===== src/rtl/core/lpmrt_pkg.sv =====
// Shared types, codes and helpers for the IPv6 longest-prefix route table.
`timescale 1ns / 1ps

package lpmrt_pkg;

  // Request kinds
  typedef enum logic [1:0] {
    KIND_ADD    = 2'd0,
    KIND_REMOVE = 2'd1,
    KIND_FLUSH  = 2'd2,
    KIND_LOOKUP = 2'd3
  } kind_e;

  // Sequencer states, one-hot
  typedef enum logic [2:0] {
    ST_IDLE = 3'b001,
    ST_SCAN = 3'b010,
    ST_DONE = 3'b100
  } state_e;

  localparam logic [7:0]  PLEN_MAX     = 8'd128;
  localparam logic [15:0] MCAST_PREFIX = 16'hFF02;

  // One stored route
  typedef struct packed {
    logic [63:0] dest_high;
    logic [63:0] dest_low;
    logic [7:0]  prefix_len;
    logic [63:0] hop_high;
    logic [63:0] hop_low;
    logic [3:0]  iface;
  } entry_t;

  // Latched request, prefix length already clamped
  typedef struct packed {
    kind_e       kind;
    logic [63:0] addr_high;
    logic [63:0] addr_low;
    logic [7:0]  prefix_len;
    logic [3:0]  iface;
    logic        iface_given;
  } req_t;

  // Per-entry compare flags
  typedef struct packed {
    logic rm_hit;
    logic fl_hit;
    logic lk_hit;
  } cmp_t;

  // Result transaction
  typedef struct packed {
    logic        route_found;
    logic [63:0] out_hop_high;
    logic [63:0] out_hop_low;
    logic [3:0]  out_iface;
    logic [63:0] out_dest_high;
    logic [63:0] out_dest_low;
    logic [7:0]  out_prefix_len;
    logic        table_full;
    logic [5:0]  removed_count;
  } res_t;

  // Leading-ones mask for a prefix length of 0..128
  function automatic logic [127:0] prefix_mask(input logic [7:0] len);
    logic [7:0] sh;
    sh = PLEN_MAX - len;
    return {128{1'b1}} << sh;
  endfunction

endpackage


===== src/rtl/core/lpmrt_cmp.sv =====
// Shared entry compare unit: remove, flush and prefix-match tests for one route.
`timescale 1ns / 1ps

module lpmrt_cmp (
  input  lpmrt_pkg::entry_t entry_i,
  input  lpmrt_pkg::req_t   key_i,
  output lpmrt_pkg::cmp_t   cmp_o
);

  logic [127:0] mask;
  logic [127:0] diff;
  logic         iface_eq;

  assign mask     = lpmrt_pkg::prefix_mask(entry_i.prefix_len);
  assign diff     = {key_i.addr_high ^ entry_i.dest_high, key_i.addr_low ^ entry_i.dest_low};
  assign iface_eq = (entry_i.iface == key_i.iface);

  // Remove: exact destination and prefix length
  assign cmp_o.rm_hit = (entry_i.dest_high == key_i.addr_high) &&
                        (entry_i.dest_low == key_i.addr_low) &&
                        (entry_i.prefix_len == key_i.prefix_len);
  // Flush: same interface
  assign cmp_o.fl_hit = iface_eq;
  // Lookup: masked address match, optionally restricted to one interface
  assign cmp_o.lk_hit = ((diff & mask) == 128'd0) && (!key_i.iface_given || iface_eq);

endmodule


===== config.mk =====
export PLATFORM = sky130hd
export DESIGN_NAME = lpmrt_cmp
export DESIGN_NICKNAME = d
export VERILOG_FILES = /design/src/rtl/core/lpmrt_pkg.sv /design/src/rtl/core/lpmrt_cmp.sv
export SDC_FILE = /design/constraint.sdc
export NUM_CORES = 1
export LEC_CHECK = 0
export BUFFER_PORTS_ARGS = -buffer_cell sky130_fd_sc_hd__buf_2
export CAP_MARGIN = 5
export CORE_AREA = 5 5 159 161
export DETAILED_ROUTE_END_ITERATION = 12
export DIE_AREA = 0 0 164 166
export GPL_ROUTABILITY_DRIVEN = 0
export PLACE_DENSITY = 0.52
export SYNTH_ARGS = -nofsm -noshare
export SYNTH_HDL_FRONTEND = slang
export SYNTH_SLANG_ARGS = --single-unit

===== constraint.sdc =====
create_clock -name vclk -period 4.26
set_clock_uncertainty 0.05 [all_clocks]
set_input_delay 0.213 -clock vclk [all_inputs]
set_output_delay 0.213 -clock vclk [all_outputs]
set_load 0.01 [all_outputs]

### Yosys cells after proc, flatten, opt, wreduce, memory -nomap -nowiden

Index checks and enable logic that the tools add are counted.

* logic and storage cells: 15
* output and inout port bits: 3
* input bits: 411
* bits in registers: 0

* add/subtract/negate cells: 1
* equality and inequality tests: 4
* reductions and logical operators: 6
* bitwise gates (word level): 3
* shifts and indexed selects: 1

Operators with widths (count)
* 128-bit AND: 1
* 64-bit equality test: 2
* 128-bit zero test: 1
* 128-bit by 8-bit << shifter with 128-bit output, first input constant: 1
* 64-bit XOR: 2
* 8-bit equality test: 1
* 8-bit subtractor, first input constant: 1
* 4-bit equality test: 1
* 1-bit logical AND: 3
* 1-bit zero test: 1
* 1-bit logical OR: 1

### Depth between registers and ports, before layout

Gate-level depths: netlist of run 1.

* depth in word-level cells: 5
* mapped depth: 16
* gate-level depth less buffers: 12

### Least setup slack after synthesis of run 1

Ideal clock, no wire load.

* path kind: input to output
* start: input entry_i[132] (netlist bit)
* end: output cmp_o[0] (netlist bit)
* data required time: 3.997 ns
* buffers on the path: 3
* data arrival time: 3.669 ns
* cell stages on the path: 14
* setup slack: 0.328 ns
* path through: buf_2 -> inv_1 -> ha_1 -> buf_4 -> inv_1 -> ha_1 -> clkbuf_1 -> nor2b_1 -> a21oi_2 -> a21oi_1 -> or4b_1 -> or4_1 -> or4_1 -> o41ai_2

RTL lines
* start: declaration: line lpmrt_cmp.sv:5 `input lpmrt_pkg::entry_t entry_i,`
* end: declaration: line lpmrt_cmp.sv:7 `output lpmrt_pkg::cmp_t cmp_o`

==> impl_metrics.tcl, run 1 <==
set metrics [dict create \
    status "complete, no violations" \
    dp_cells 1130 \
    fill_cells 2726 \
    path_cells "buf_2 -> inv_1 -> ha_1 -> inv_1 -> ha_2 -> nor2b_1 -> a21oi_2 -> a21oi_1 -> or4b_1 -> or4_1 -> or4_1 -> o41ai_2 -> buf_2" \
    die_x_um 164 \
    yosysTopAreaCellShare_pct 20.8 \
    grt_max_degree 19 \
    synth.distinct_cells 71 \
    clock.fmax_mhz 241 \
    syn_area_per_cell_um2 6.96 \
    nClkBuffers 0 \
    min_period_ns 4.15 \
    drtIter0Drc 636 \
    ant_nets 0 \
    final_cell_mix "buf_2 (284), xnor2_1 (84), xor2_1 (64), buf_4 (36), a21oi_1 (35)" \
    crit_path_end_kind "primary output" \
    initial_core_util_pct 14.9 \
    drcViolationCount 0 \
    path_buf_inv 4 \
    crit_fanout 10 \
    slowest_delay_ns 0.58 \
    nFlopsAndLatches 0 \
    io_pins 414 \
    ff_latch_area_um2 0 \
    synthSimpleGateAreaFrac_pct 25.8 \
    io_buffers 284 \
    layout-drive-gt1-share_pct 42.5 \
    synth_xor_area_share_pct 37.1 \
    tns_ns 0 \
    critPathSlowestCell "or4_1" \
    hold_class "in -> out" \
    maxSlewHeadroom_pct 36.1 \
    stdcell_count 1131 \
    synth_nets 926 \
    wirelength_um 24500 \
    cp.required_ns 4.00 \
    p_leak_nw 2.38 \
    yosysTopAreaCell "xnor2_1" \
    synth_top_family_by_area "XOR/XNOR gates" \
    synthTopCellsByArea "xnor2_1 (21%), xor2_1 (16%), a21oi_1 (4.9%)" \
    grt_usage_pct 16.6 \
    setup_violations 0 \
    final_common_cell "buf_2" \
    via_per_inst 4.75 \
    drv_cap 0 \
    grt_pass1_vias 5426 \
    routed-via-count 5374 \
    cp_top_family "simple AND/OR/NAND/NOR gates" \
    grt_overflow 0 \
    path_class "in -> out" \
    vdd_drop_max_mv 0.0381 \
    nNetsFinal 1226 \
    synth-seq-area-share_pct 0 \
    synth_cells 509 \
    final_max_slew_viol_count 0 \
    wire_per_inst_um 21.7 \
    dp_hpwl_um 22000 \
    rsz0062_at_grt "false" \
    final.period_utilization_pct 97.5 \
    synth-compound-area-share_pct 30.4 \
    hold_viol_final 0 \
    crit_cells 13 \
    multiInputGateArea_mm2 0.00341 \
    dr.pass1.iters 6 \
    cp-start-kind "primary input" \
    synthToLayoutAreaGrowth_pct 56.4 \
    rows 57 \
    core_area_mm2 0.0238 \
    endpoint "cmp_o[0]" \
    cp-startpoint "entry_i[133]" \
    antenna_found_initial 1 \
    syn_area_mm2 0.00354 \
    die_h_um 166 \
    cp.arrival_ns 3.89 \
    grt_pass1_wl_um 33700 \
    worst_slew_pin_slew_ns 0.949 \
    powerDensity_mw_per_mm2 129 \
    synth_adder_area_share_pct 2.40 \
    fp.dieArea_mm2 0.0272 \
    ys.warnings.count 0 \
    synth.mux.area_fraction_pct 0.283 \
    diodes 0 \
]
[cells by family (layout without fill, tap and decap cells)]
kind of cell	after synthesis	after routing
buffers and inverters	31	329
adder cells (fa/ha/maj)	7	7
AO/OA/AOI/OAI	155	155
XOR/XNOR	149	149
AND/OR/NAND/NOR	166	166
multiplexers	1	1
[Yosys cell counts (all sizes together) (3+ instances only)]
| library cell | count |
|---|---|
| a21oi | 36 |
| o21ai | 32 |
| nand3 | 17 |
| or2 | 3 |
| nor3b | 3 |
| a21boi | 4 |
| a2111oi | 6 |
| nand4 | 16 |
| a31o | 3 |
| nand2 | 33 |
| o22ai | 10 |
| or4b | 3 |
| o21a | 6 |
| nor3 | 18 |
| o2111ai | 5 |
| xor2 | 64 |
| a31oi | 11 |
| buf | 10 |
| nor2b | 4 |
| nor2 | 30 |
| a22oi | 7 |
| clkbuf | 12 |
| inv | 9 |
| a221oi | 3 |
| a21o | 4 |
| or4 | 9 |
| ha | 6 |
| nor4 | 16 |
| xnor2 | 85 |
| a211oi | 4 |
| nand2b | 6 |
[worst min path at each step]
stage	start	endpoint	cells after the start
2_1_floorplan	key_i[0]	cmp_o[0]	3
3_3_place_gp	key_i[3]	cmp_o[1]	4
3_5_place_dp	key_i[2]	cmp_o[1]	4
4_1_cts	key_i[2]	cmp_o[1]	4
5_1_grt	key_i[2]	cmp_o[1]	4
6_report	key_i[2]	cmp_o[1]	4
[power breakdown]
| group | internal, mW | switching (mW) |
|---|---|---|
| Combinational | 0.299 | 0.414 |
| Sequential | 0 | 0 |
| Clock | 0 | 0 |
| Total | 0.299 | 0.414 |
[stage by stage]
step           setup WS [ns]  power [mW]  hold slack (ns)  cell area, um2  util [%]
6_report               0.109       0.713            0.817            5540      23.3
5_1_grt              0.00455       0.759            0.849            5540      23.3
4_1_cts               0.0124       0.703            0.830            5520      23.2
3_5_place_dp          0.0302       0.699            0.830            5520      23.2
3_3_place_gp          0.0801       0.699            0.825            5520      23.2
2_1_floorplan          0.328       0.339            0.589            3540         -
[metal layers]
layer  vias to the layer above  routed length, um  GRT usage, %
met2                       427              11200          27.6
met4                         2                566          3.43
met3                        43               2840          3.00
met1                      2409               9860          22.4
met5                         -                 13             0
li1                       2493                  -             -
[cell type report]
type | instances | area share, %
inverter | 9 | 0.610
multi-input combinational | 478 | 61.5
tap | 324 | 7.32
timing repair buffer | 320 | 30.5
[what timing repair did]
item                                    4_1_cts  5_1_grt
hold buffers                                  0        0
resized for setup                             0        3
endpoints found under the setup margin        0        1
endpoints found under the hold margin         0        0
buffers inserted                              0        1
Power figures use the tool's default switching activity.
==> inputs of run 2 (changes only) <==
--- a/config.mk
+++ b/config.mk
@@ -12,6 +12,7 @@
 export DIE_AREA = 0 0 164 166
 export GPL_ROUTABILITY_DRIVEN = 0
 export PLACE_DENSITY = 0.52
+export RECOVER_POWER = 25
 export SYNTH_ARGS = -nofsm -noshare
 export SYNTH_HDL_FRONTEND = slang
 export SYNTH_SLANG_ARGS = --single-unit
==> run 2 against run 1 <==
Net effect:
- count of clock-buffer cells in the layout did not move
- first-iteration DRC count did not move
- die area did not move
- setup slack barely moved
- hold slack improved by 0.0052 ns
- largest cell class unchanged
- final area barely moved
- critical endpoint unchanged
==> impl_metrics.tcl, run 2 (synthesis results as in run 1) <==
set metrics [dict create \
    status "complete, no violations" \
    path_class "in -> out" \
    cp-start-kind "primary input" \
    stdcell_count 1131 \
    tns_ns 0 \
    final_cell_mix "buf_2 (283), xnor2_1 (84), xor2_1 (64), buf_4 (36), a21oi_1 (35)" \
    p_total_uw 713 \
    drtIter0Drc 636 \
    synthToLayoutAreaGrowth_pct 56.3 \
    grt_pass1_vias 5426 \
    vdd_drop_max_mv 0.0381 \
    final.period_utilization_pct 97.5 \
    powerDensity_mw_per_mm2 129 \
    fp.dieArea_mm2 0.0272 \
    pwr-share-seq_pct 0 \
    rsz0062_at_grt "false" \
    clockPowerShare_pct 0 \
    hold_viol_final 0 \
    combPwrFrac_pct 100.0 \
    nClkBuffers 0 \
    min-delay-start "key_i[2]" \
    grt_pass1_wl_um 33700 \
    wire_per_inst_um 21.7 \
    crit_path_end_kind "primary output" \
    cp.arrival_ns 3.89 \
    io_buffers 284 \
    drv_cap 0 \
    dr.pass1.iters 6 \
    wirelength_um 24500 \
    cp-startpoint "entry_i[133]" \
    p_switching_uw 414 \
    worst_slew_pin_slew_ns 0.949 \
    final_common_cell "buf_2" \
    die_x_um 164 \
    ff_latch_area_um2 0 \
    antenna_found_initial 1 \
    clock.fmax_mhz 241 \
    grt_overflow 0 \
    swShare_pct 58.1 \
    hold_slack_ns 0.823 \
    cts_hold_buffers 0 \
    grt_max_degree 19 \
    cp.required_ns 4.00 \
    grt_usage_pct 16.6 \
    setup_violations 0 \
    io_pins 414 \
    routed-via-count 5370 \
    ant_nets 0 \
    layout-drive-gt1-share_pct 42.4 \
    die_h_um 166 \
    hold_class "in -> out" \
    p_leak_nw 2.37 \
    min_period_ns 4.15 \
    diodes 0 \
    drcViolationCount 0 \
    dp_hpwl_um 22000 \
    final_util_pct 23.2 \
    maxSlewHeadroom_pct 36.1 \
    crit_fanout 10 \
    nFlopsAndLatches 0 \
    initial_core_util_pct 14.9 \
    nNetsFinal 1226 \
    via_per_inst 4.75 \
    fill_cells 2726 \
    core_area_mm2 0.0238 \
    final_max_slew_viol_count 0 \
    dp_cells 1130 \
    intPower_uw 298 \
    rows 57 \
]
## run 2: final cells by class
class	count	area, um2	area share [%]
repair buffers	320	1690	30.5
multi-input cells	478	3410	61.5
well taps	324	405	7.32
inverters	9	33.8	0.610
## run 2: final timing paths
path  endpoint  slack, ns  cells past startpoint
max   cmp_o[0]       0.11                     13
min   cmp_o[1]       0.82                      4
## run 2: metrics by stage
step                      setup slack, ns  area (um2)
after global placement             0.0801        5520
after global routing              0.00455        5540
after floorplan                     0.328        3540
after detailed placement           0.0302        5520
final                               0.108        5540
after CTS                          0.0124        5520
## run 2: what timing repair did
item                       4_1_cts  5_1_grt
resized for setup                0        3
setup endpoints to repair        0        1
buffers inserted                 0        1
## run 2: layer usage
layer | GRT usage [%] | share of wire [%]
met1 | 22.4 | 40
met2 | 27.6 | 46
met3 | 3.00 | 12
met4 | 3.43 | 2.3
met5 | 0 | 0.053
## run 2: critical path, cell delays in order
cell and delay [ns]:
buf_2 0.10, inv_1 0.12, ha_1 0.19, inv_1 0.07, ha_2 0.35, nor2b_1 0.19, a21oi_2 0.25, a21oi_1 0.10
or4b_1 0.56, or4_1 0.53, or4_1 0.58, o41ai_2 0.41, buf_2 0.21
## run 2: power groups by stage
stage	combinational, mW	clock [mW]	sequential, mW
2_1_floorplan	0.339	0	0
3_3_place_gp	0.699	0	0
3_5_place_dp	0.699	0	0
4_1_cts	0.703	0	0
5_1_grt	0.759	0	0
6_report	0.713	0	0
==> inputs of run 3 (changes only) <==
--- a/config.mk
+++ b/config.mk
@@ -7,11 +7,11 @@
 export LEC_CHECK = 0
 export BUFFER_PORTS_ARGS = -buffer_cell sky130_fd_sc_hd__buf_2
 export CAP_MARGIN = 5
-export CORE_AREA = 5 5 159 161
+export CORE_AREA = 8 8 153 155
 export DETAILED_ROUTE_END_ITERATION = 12
-export DIE_AREA = 0 0 164 166
+export DIE_AREA = 0 0 161 163
 export GPL_ROUTABILITY_DRIVEN = 0
-export PLACE_DENSITY = 0.52
+export PLACE_DENSITY = 0.56
 export RECOVER_POWER = 25
 export SYNTH_ARGS = -nofsm -noshare
 export SYNTH_HDL_FRONTEND = slang
==> run 3 against run 2 <==
Net effect:
- largest power group unchanged
- first-iteration DRC count up 1.3%
- non-clock buffer count increased by 1
- count of clock-buffer cells in the layout is the same
==> impl_metrics.tcl, run 3 (synthesis results as in run 1) <==
set metrics [dict create \
    drcViolationCount 0 \
    p_total_uw 708 \
    cp-start-kind "primary input" \
    layout_setup_ws_ns 0.0892 \
    drv_cap 0 \
    die_h_um 163 \
    powerDensity_mw_per_mm2 129 \
    setup_violations 0 \
    crit_fanout 7 \
    hold_path_end "cmp_o[1]" \
    final_cell_mix "buf_2 (283), xnor2_1 (84), xor2_1 (64), buf_4 (37), a21oi_1 (34)" \
    cts_hold_buffers 0 \
    final.period_utilization_pct 97.9 \
    ff_latch_area_um2 0 \
    nFlopsAndLatches 0 \
    maxSlewHeadroom_pct 39.6 \
    grt_pass1_wl_um 35400 \
    slowest_delay_ns 0.59 \
    wire_per_inst_um 23.2 \
    via_per_inst 5.01 \
    nNetsFinal 1227 \
    io_pins 414 \
    rows 53 \
    final_max_slew_viol_count 0 \
    crit_path_end_kind "primary output" \
    final_common_cell "buf_2" \
    cp.required_ns 4.00 \
    drtIter0Drc 644 \
    die_x_um 161 \
    cp.arrival_ns 3.91 \
    hold_class "in -> out" \
    use_met2_pct 30.7 \
    clock.fmax_mhz 240 \
    path_cells "buf_2 -> inv_1 -> ha_1 -> buf_4 -> nor3b_4 -> xnor2_2 -> a21oi_1 -> o21ai_0 -> or4b_1 -> or4_1 -> or4_1 -> o41ai_2 -> buf_2" \
    multiInputGateArea_mm2 0.00342 \
    cp_top_family "simple AND/OR/NAND/NOR gates" \
    min_period_ns 4.17 \
    dr.pass1.iters 5 \
    stdcell_count 1084 \
    use_met1_pct 22.2 \
    min-delay-start "key_i[3]" \
    dpl_cell_area_mm2 0.00546 \
    initial_core_util_pct 17.0 \
    core_area_mm2 0.0208 \
    grt_max_degree 17 \
    wirelength_um 25200 \
    nClkBuffers 0 \
    path_class "in -> out" \
    fin_area_mm2 0.00550 \
    place_ws_ns 0.0485 \
    grt_pass1_vias 5624 \
    status "complete, no violations" \
    dp_hpwl_um 22500 \
    vdd_drop_max_mv 0.0420 \
    critPathSlowestCell "or4_1" \
    grt_usage_pct 17.8 \
    busiest_layer "met2" \
    fill_cells 2367 \
    grt_overflow 0 \
    p_leak_nw 2.38 \
    fp.dieArea_mm2 0.0262 \
    io_buffers 284 \
    hold_viol_final 0 \
    synthToLayoutAreaGrowth_pct 55.3 \
    layout-drive-gt1-share_pct 42.8 \
    path_buf_inv 4 \
    antenna_found_initial 6 \
    whs_path_depth 4 \
    ant_nets 0 \
    dp_cells 1081 \
    routed-via-count 5433 \
    use_met3_pct 4.68 \
    worst_slew_pin_slew_ns 0.898 \
]
[run 3: area by class of cell]
class / count / share of cell area (%)
Tap cell: 275 / 6.25
Inverter: 9 / 0.614
Timing Repair Buffer: 321 / 30.9
Antenna cell: 1 / 0.0455
Multi-Input combinational cell: 478 / 62.2
[run 3: worst max path at each step]
stage                 startpoint  endpoint  slack, ns  cells after the start
finish              entry_i[132]  cmp_o[0]       0.09                     13
global route        entry_i[132]  cmp_o[0]    -0.0009                     13
CTS                 entry_i[132]  cmp_o[0]       0.02                     14
detailed placement  entry_i[132]  cmp_o[0]       0.05                     14
global placement    entry_i[132]  cmp_o[0]       0.05                     13
floorplan           entry_i[132]  cmp_o[0]       0.33                     14
[run 3: per-layer routing]
layer / vias to the layer above / wire [um]
met2: 420 / 11700
li1: 2498 / -
met1: 2456 / 10100
met5: - / 67
met4: 10 / 490
met3: 49 / 2810
[run 3: per-stage QoR]
step	util [%]	hold WS, ns	setup TNS, ns
6_report	26.4	0.792	0
5_1_grt	26.4	0.860	-0.000918
4_1_cts	26.2	0.816	0
3_5_place_dp	26.2	0.815	0
3_3_place_gp	26.2	0.810	0
2_1_floorplan	-	0.589	0
[run 3: timing repair]
action                                 4_1_cts  5_1_grt
endpoints found under the hold margin        0        0
gates resized for setup                      0        5
setup endpoints to repair                    0        1
setup buffers                                0        2
[run 3: worst min-delay path, delay by kind of cell]
family	cells	cell delay (ns)
simple gates	1	0.08
xor+xnor	1	0.12
buf+inv	2	0.21
[run 3: report_power, final]
part	switching (mW)	total, mW	internal, mW	leakage, nW
clock	0	0.0000000314	0.0000000314	0.00000634
combinational	0.408	0.708	0.300	2.38
sequential	0	0	0	0
total	0.408	0.708	0.300	2.38
